[config.mk]
export PLATFORM = sky130hd
export DESIGN_NAME = udm_divider
export DESIGN_NICKNAME = d
export VERILOG_FILES = /design/src/design/udm_pkg.sv /design/src/design/udm_divider.sv
export SDC_FILE = /design/constraint.sdc
export NUM_CORES = 2
export LEC_CHECK = 0
export ABC_AREA = 1
export BUFFER_PORTS_ARGS = -buffer_cell sky130_fd_sc_hd__clkbuf_2
export CAP_MARGIN = 20
export CORE_MARGIN = 1
export CORE_UTILIZATION = 45
export DETAILED_ROUTE_END_ITERATION = 7
export HOLD_SLACK_MARGIN = 0.15
export PLACE_DENSITY = 0.62
export SETUP_SLACK_MARGIN = 0.05
export SLEW_MARGIN = 20
export SYNTH_ARGS = -nofsm -noshare
export SYNTH_HDL_FRONTEND = slang
export SYNTH_SLANG_ARGS = --single-unit
[constraint.sdc]
create_clock -name clock -period 3.6 [get_ports clock]
set_clock_uncertainty 0.2 [all_clocks]
set_input_delay 0.36 -clock clock [delete_from_list [all_inputs] [get_ports clock]]
set_output_delay 0.36 -clock clock [all_outputs]
set_load 0.01 [all_outputs]
[src/design/udm_pkg.sv]
// Shared types, register codes and fixed-point helpers for the undistortion remap.
package udm_pkg;

   // Field widths fixed by the interface.
   localparam int PIX_W   = 10;
   localparam int COORD_W = 16;
   localparam int REG_W   = 32;
   localparam int CSR_IW  = 3;

   typedef logic signed [31:0] q28_type;
   typedef logic signed [63:0] prod_type;
   typedef logic signed [39:0] wide_type;

   // Register indexes of the configuration port.
   typedef enum logic [CSR_IW-1:0] {
      CSR_K1       = 3'd0,
      CSR_K2       = 3'd1,
      CSR_P1       = 3'd2,
      CSR_P2       = 3'd3,
      CSR_FOCAL_X  = 3'd4,
      CSR_FOCAL_Y  = 3'd5,
      CSR_CENTER_X = 3'd6,
      CSR_CENTER_Y = 3'd7
   } csr_index_type;

   // Reset values of the registers.
   localparam logic [31:0] K1_RESET       = 32'hFB77290F;
   localparam logic [31:0] K2_RESET       = 32'd19853237;
   localparam logic [31:0] P1_RESET       = 32'd51966;
   localparam logic [31:0] P2_RESET       = 32'd4730;
   localparam logic [31:0] FOCAL_X_RESET  = 32'd30058349;
   localparam logic [31:0] FOCAL_Y_RESET  = 32'd29969351;
   localparam logic [31:0] CENTER_X_RESET = 32'd24065802;
   localparam logic [31:0] CENTER_Y_RESET = 32'd16277504;

   localparam q28_type  Q28_ONE  = 32'sh1000_0000;
   localparam q28_type  Q28_MAX  = 32'sh7FFF_FFFF;
   localparam q28_type  Q28_MIN  = 32'sh8000_0000;
   localparam wide_type WIDE_MAX = 40'sh00_7FFF_FFFF;
   localparam wide_type WIDE_MIN = 40'shFF_8000_0000;

   // Sign extension of a Q4.28 value to the wide sum width.
   function automatic wide_type ext40(input q28_type a);
      return {{8{a[31]}}, a};
   endfunction

   // Clamp a wide sum to the Q4.28 range.
   function automatic q28_type sat_wide(input wide_type v);
      q28_type r;
      if (v > WIDE_MAX) begin
         r = Q28_MAX;
      end else if (v < WIDE_MIN) begin
         r = Q28_MIN;
      end else begin
         r = v[31:0];
      end
      return r;
   endfunction

   // Product rescaled by flooring shift of 28 bits, then clamped.
   function automatic q28_type qsat(input prod_type p);
      wide_type s;
      s = {{4{p[63]}}, p[63:28]};
      return sat_wide(s);
   endfunction

endpackage

[src/design/udm_divider.sv]
// Pipelined restoring divider that normalizes one pixel axis to Q4.28.
module udm_divider
   import udm_pkg::*;
(
   input  logic             clock,
   input  logic             reset,
   input  logic             advance,
   input  logic             in_valid,
   input  logic [PIX_W-1:0] pix,
   input  logic [31:0]      center,
   input  logic [31:0]      focal,
   output logic             out_valid,
   output q28_type          quot
);

   localparam int STEPS = 32;

   // Signed pixel offset from the principal point and its magnitude.
   logic signed [33:0] diff;
   logic        [33:0] mag_full;
   logic        [31:0] absd;
   logic               ovf_pre;

   assign diff     = $signed({8'b0, pix, 16'b0}) - $signed({2'b0, center});
   assign mag_full = diff[33] ? 34'(-diff) : diff;
   assign absd     = mag_full[31:0];
   assign ovf_pre  = {4'b0, absd} >= {focal, 4'b0};

   logic              valid_ff [0:STEPS];
   logic [31:0]       rem_ff   [0:STEPS];
   logic [31:0]       q_ff     [0:STEPS];
   logic [3:0]        lo_ff    [0:STEPS];
   logic              neg_ff   [0:STEPS];
   logic              ovf_ff   [0:STEPS];
   logic              zero_ff  [0:STEPS];

   // Entry stage: seed the partial remainder with the high dividend bits.
   always_ff @(posedge clock) begin
      if (reset) begin
         valid_ff[0] <= 1'b0;
      end else if (advance) begin
         valid_ff[0] <= in_valid;
      end
      if (advance) begin
         rem_ff[0]  <= {4'b0, absd[31:4]};
         q_ff[0]    <= '0;
         lo_ff[0]   <= absd[3:0];
         neg_ff[0]  <= diff[33];
         ovf_ff[0]  <= ovf_pre;
         zero_ff[0] <= (focal == 32'd0);
      end
   end

   // One quotient bit per stage.
   for (genvar i = 0; i < STEPS; i++) begin : g_step
      logic [32:0] trial;
      logic [32:0] trial_sub;
      logic        ge;

      assign trial     = {rem_ff[i], lo_ff[i][3]};
      assign ge        = trial >= {1'b0, focal};
      assign trial_sub = trial - {1'b0, focal};

      always_ff @(posedge clock) begin
         if (reset) begin
            valid_ff[i+1] <= 1'b0;
         end else if (advance) begin
            valid_ff[i+1] <= valid_ff[i];
         end
         if (advance) begin
            rem_ff[i+1]  <= ge ? trial_sub[31:0] : trial[31:0];
            q_ff[i+1]    <= {q_ff[i][30:0], ge};
            lo_ff[i+1]   <= {lo_ff[i][2:0], 1'b0};
            neg_ff[i+1]  <= neg_ff[i];
            ovf_ff[i+1]  <= ovf_ff[i];
            zero_ff[i+1] <= zero_ff[i];
         end
      end
   end

   // Apply the sign and clamp to the Q4.28 range; a zero focal length gives zero.
   q28_type quot_in;
   q28_type quot_ff;
   logic    out_valid_ff;

   always_comb begin
      if (zero_ff[STEPS]) begin
         quot_in = '0;
      end else if (ovf_ff[STEPS]) begin
         quot_in = neg_ff[STEPS] ? Q28_MIN : Q28_MAX;
      end else if (neg_ff[STEPS]) begin
         quot_in = (q_ff[STEPS] > 32'h8000_0000) ? Q28_MIN : q28_type'(-q_ff[STEPS]);
      end else begin
         quot_in = q_ff[STEPS][31] ? Q28_MAX : q28_type'(q_ff[STEPS]);
      end
   end

   always_ff @(posedge clock) begin
      if (reset) begin
         out_valid_ff <= 1'b0;
      end else if (advance) begin
         out_valid_ff <= valid_ff[STEPS];
      end
      if (advance) begin
         quot_ff <= quot_in;
      end
   end

   assign out_valid = out_valid_ff;
   assign quot      = quot_ff;

endmodule

# Word-level counts from Yosys, hierarchy flattened
# Memory sizes are Yosys's and may differ from the RTL's. A register that Yosys moved wholly into a read port is not among the register bits.
# Index checks and enable logic that the tools add are counted.
[word_totals]
regBits = 32
ram_bits = 2376
input_bits = 78
output_inout_bits = 33
wordCells = 188
mem_count = 7
[classes]
n_addsub = 35
magnitude_cmp = 34
n_mux = 77
bitwise_logic = 33
reduce_logical = 1
[memory_table]
columns = ["memory", "words", "width", "read_ports", "rd_ports_with_merged_regs", "wr", "line", "rtl"]
rows = [
  ["q_ff", 33, 32, 33, 0, 33, "udm_divider.sv:31", "logic [31:0] q_ff [0:STEPS];"],
  ["rem_ff", 33, 32, 32, 0, 33, "udm_divider.sv:30", "logic [31:0] rem_ff [0:STEPS];"],
  ["lo_ff", 33, 4, 32, 0, 33, "udm_divider.sv:32", "logic [3:0] lo_ff [0:STEPS];"],
  ["neg_ff", 33, 1, 33, 0, 33, "udm_divider.sv:33", "logic neg_ff [0:STEPS];"],
  ["ovf_ff", 33, 1, 33, 0, 33, "udm_divider.sv:34", "logic ovf_ff [0:STEPS];"],
  ["valid_ff", 33, 1, 33, 1, 33, "udm_divider.sv:29", "logic valid_ff [0:STEPS];"],
  ["+1 memories", "--", "--", "--", "--", "--", "--", ""],
]
[op_table]
columns = ["operator", "n"]
rows = [
  ["32-bit 2-to-1 mux", 37],
  ["33-bit by 32-bit greater-or-equal comparator with 1-bit output", 32],
  ["32-bit subtractor", 32],
  ["32-bit negator", 2],
  ["1-bit 2-to-1 mux", 39],
  ["32-bit by 36-bit greater-or-equal comparator with 1-bit output", 1],
  ["1-bit OR", 33],
  ["26-bit by 32-bit subtractor with 33-bit output", 1],
  ["32-bit greater-than comparator, second input constant", 1],
  ["32-bit logical NOT", 1],
  ["31-bit 2-to-1 mux", 1],
]

# Logic depth before layout (Yosys ltp)
# An unclocked memory read counts as a cell.
[logic_depth]
word_depth = 5
ltp_mapped = 27
mapped_depth_nobuf = 27

# Worst setup path after synthesis
# No wires, ideal clock.
[synth_path]
path_type = "input to register"
startpoint = "input port center[0]"
endpoint = "memory ovf_ff[0] (data pin)"
setup_time_ps = 262
arrival_time_ps = 2988
required_time_ps = 3138
slack_ps = 150
path_stages = 21
path_buffers = 0
cell_sequence = "inv_1 ha_1 inv_1 nor2_1 nand2_1 nand2_2 nand3_2 nor2_2 nand3_2 nor2_2 nand3_2 o21bai_1 xor2_1 ha_1 a21oi_1 o21a_1 o221ai_1 a21oi_1 o21ai_0 nand2_1 o21ai_0"
[synth_lines]
columns = ["element", "line", "rtl"]
rows = [
  ["from (decl)", "udm_divider.sv:10", "input logic [31:0] center,"],
  ["to (decl)", "udm_divider.sv:34", ""],
]

==> impl_metrics.ini <==
[run_status]
status = finished, final reports clean

[die]
pin_count = 111
rows = 191
fp.dieH_um = 524.1
dieArea_um2 = 274700
fp.coreArea_um2 = 271000
die_w_um = 524.1
start_util = 0.4526

[detailed_routing]
wl_met2_mm = 175.3
drcViolationCount = 0
vias = 105013
postRouteAntennaNets = 0
drt_iter0_drc = 8824
drtPass1Iterations = 6
routed_wl_mm = 385.9
met3_length_mm = 22.93
wl_met1_mm = 170.3
wl_per_cell_um = 20.09
vias_per_cell = 5.469
routed.top_layer = met5

[timing]
worst_slew_pin_slew_ns = 0.8462
layout_setup_ws_ns = 0.2233
slew_headroom = 0.4359
fin_hold_ws_ns = 0.1710
hold_violations = 0
post-route-min-period_ns = 3.377
max_freq_mhz = 296.1
fin_crit_sh = 0.9380
drv_slew = 0
finalSetupViolations = 0
rsz0062_at_grt = true

[synthesis]
synthFlopType = edfxtp_1
synth_nets = 15594
netlist_area_um2 = 122700
synth.avg_cell_area_um2 = 8.504
synth_seq_cells = 1723
syn_inst = 14424
synth.distinct_cells = 65
async_flop_share = 0
seq_area_frac_synth = 0.4217
synth_warnings = 0
synth_edf_count = 1722

[worst_setup_path]
r2r-end = rem_ff[0][61]
endpoint_kind = flip-flop
r2r_start = rem_ff[0][17]
critPathKind = input pin to flip-flop
crit_fanout = 3
critPathLaunchType = input pin
cp.required_ns = 3.96
reg2regPathDepth = 15
crit_arrival_ns = 3.74
regToRegSetupSlack_ns = 0.39

[worst_hold_path]
holdPathEnd = q_ff[0][612]
hold_class = flip-flop to flip-flop
whs_path_depth = 0
hp-start = q_ff[0][579]

[layout]
nFillCells = 25510
nets = 16644
fin_cells = 19203
syn_to_final_growth_pct = 16.01
finalInstanceArea_um2 = 142300
drive_above_1_share = 0.1051

[grt]
grt_pass1_vias = 99761
grt_pass1_wl_mm = 581.1
grt_start_max_net_pins = 135
antenna_found_initial = 11
grtUsageTotal = 0.2759
grt-ovfl-total = 0

[cts]
cts_made_buffers = 195
cts_root_buf = clkbuf_16
cts_tree = built
path_clk_slew_ns = 0.06
cts_setup_buffers = 0
h-tree-depth = 4
cts_buffer_depth = 4
insertion_delay_ns = 0.94
clock-sinks = 1723

[placed_design]
placed_cell_area_um2 = 135000
gp_congestion = 1.001
preCtsSetupSlack_ns = -0.6057
hpwl_mm = 301.9
port_buffers = 110
dp.cells = 18796

[pwr]
p_comb_frac = 0.560
p_seq_frac = 0.282
swShare = 0.4451
clockPowerShare = 0.158
power.density_nw_per_um2 = 934.1
vdd_drop_max_mv = 0.5693
p_leak_nw = 59.87
p_int_mw = 73.75
p_sw_mw = 59.17

[job]
drv_cap = 0
[worst max path at each step]
| stage | startpoint | to | slack, ns | cells past startpoint |
|---|---|---|---|---|
| after floorplan | center[0] | ovf_ff[0] | 0.15 | 21 |
| after global placement | center[0] | ovf_ff[0] | -0.55 | 26 |
| after detailed placement | center[0] | ovf_ff[0] | -0.61 | 26 |
| after CTS | center[11] | ovf_ff[0] | 0.12 | 23 |
| after global routing | center[11] | ovf_ff[0] | -0.0002 | 26 |
| final | center[11] | ovf_ff[0] | 0.22 | 22 |
[Yosys cell counts (18+ instances only)]
| cell | count | area share |
|---|---|---|
| o21ai_0 | 987 | 0.040 |
| fa_1 | 31 | 0.0051 |
| ha_1 | 1061 | 0.11 |
| nand2_2 | 36 | 0.0018 |
| o211ai_1 | 84 | 0.0051 |
| xnor2_1 | 510 | 0.036 |
| a21oi_2 | 28 | 0.0020 |
| nand3_2 | 18 | 0.0015 |
| buf_6 | 49 | 0.0045 |
| nand4_1 | 168 | 0.0086 |
| xor2_1 | 413 | 0.029 |
| a31oi_1 | 177 | 0.0090 |
| nor3_1 | 104 | 0.0042 |
| nand3_1 | 546 | 0.022 |
| a21o_1 | 108 | 0.0066 |
| nand3b_1 | 55 | 0.0034 |
| o21bai_1 | 98 | 0.0060 |
| edfxtp_1 | 1722 | 0.42 |
| clkbuf_1 | 50 | 0.0015 |
| o311ai_0 | 21 | 0.0015 |
| inv_2 | 29 | 0.00089 |
| nand2_1 | 3673 | 0.11 |
| o211a_1 | 28 | 0.0023 |
| buf_2 | 91 | 0.0037 |
| o21ai_1 | 176 | 0.0072 |
| o21a_1 | 55 | 0.0034 |
| a21oi_1 | 1004 | 0.041 |
| inv_1 | 1303 | 0.040 |
| a21boi_0 | 43 | 0.0026 |
| a221oi_1 | 61 | 0.0044 |
| buf_4 | 29 | 0.0018 |
| nor2_1 | 1383 | 0.042 |
| o21ai_2 | 53 | 0.0038 |
| nor4_1 | 89 | 0.0045 |
[per-stage QoR]
| stage | util | power, mW | TNS, ns |
|---|---|---|---|
| final | 0.5251 | 132.9 | 0 |
| after global routing | 0.5251 | 142.6 | -0.0001843 |
| after global placement | 0.4980 | 110.7 | -0.5679 |
| after detailed placement | 0.4980 | 110.6 | -0.6092 |
| after CTS | 0.5246 | 132.5 | 0 |
| after floorplan | - | 85.15 | 0 |
[area by class of cell]
cell class              count  area [um^2]  share of cell area
repair buffers           1081         9652             0.06783
clock inverters           144         1675             0.01177
multi-input cells       11141        64710              0.4547
inverters                1332         5050             0.03549
well taps                3570         4467             0.03139
flip-flops and latches   1723        51730              0.3635
clock buffers             208         5014             0.03523
diodes                      4        10.01          0.00007034
[critical path, cell delays in order]
cell	delay (ns)
dlygate4sd3_1	0.52
clkbuf_2	0.13
buf_4	0.11
nand2_1	0.05
dlygate4sd3_1	0.56
nand2_2	0.09
nand2_1	0.11
nor2_4	0.16
nand2_1	0.07
nand2_1	0.09
nand2_1	0.09
xnor2_2	0.16
buf_4	0.14
ha_1	0.28
a21oi_1	0.14
o21ai_0	0.11
a21oi_1	0.13
o21ai_1	0.12
a21oi_1	0.14
o21ai_1	0.07
nand2_1	0.05
o21ai_1	0.05
[flip-flops by register name, indices dropped and copies added (netlist names)]
signal	flops
ovf_ff	33
out_valid	1
valid_ff	33
quot	32
lo_ff	10
q_ff	528
rem_ff	1020
neg_ff	33
zero_ff	33
[per-layer routing]
| layer | track usage | vias to the layer above |
|---|---|---|
| met5 | 0 | - |
| li1 | - | 52204 |
| met2 | 0.4527 | 3124 |
| met1 | 0.3736 | 48982 |
| met3 | 0.02710 | 699 |
| met4 | 0.1121 | 4 |
[cells by family after synthesis]
| family | Yosys count | synth area share |
|---|---|---|
| xor+xnor | 924 | 0.06604 |
| flops | 1723 | 0.4217 |
| simple gates | 6124 | 0.2046 |
| compound gates | 3001 | 0.1417 |
| buf+inv | 1560 | 0.05269 |
| fa+ha+maj | 1092 | 0.1133 |
[repair_timing]
item | CTS | global route
endpoints found under the setup margin | 0 | 4
endpoints found under the hold margin | 326 | 0
hold buffers | 51 | 0
resized for setup | 0 | 36
[power groups by stage]
stage                     clock network (mW)  registers [mW]  logic [mW]
after detailed placement                   0            37.6        73.0
final                                   21.0            37.5        74.4
after global routing                    22.0            38.0        82.6
after floorplan                            0            34.9        50.2
after CTS                               21.4            37.4        73.7
after global placement                     0            37.8        72.9
[cells in the final DEF, fill, tap and decap left out, types with 134 or more instances in the layout]
cell | Yosys | final
ha_1 | 1061 | 1060
nand3_1 | 546 | 545
a31oi_1 | 177 | 177
a21oi_1 | 1004 | 1004
clkbuf_16 | 0 | 199
o21ai_1 | 176 | 179
nor2_1 | 1383 | 1371
xnor2_1 | 510 | 508
inv_1 | 1303 | 1272
edfxtp_1 | 1722 | 1722
o21ai_0 | 987 | 983
xor2_1 | 413 | 411
nand2_1 | 3673 | 3666
buf_4 | 29 | 789
buf_12 | 0 | 134
nand4_1 | 168 | 168
No activity file was read; power rests on OpenSTA's default activity.
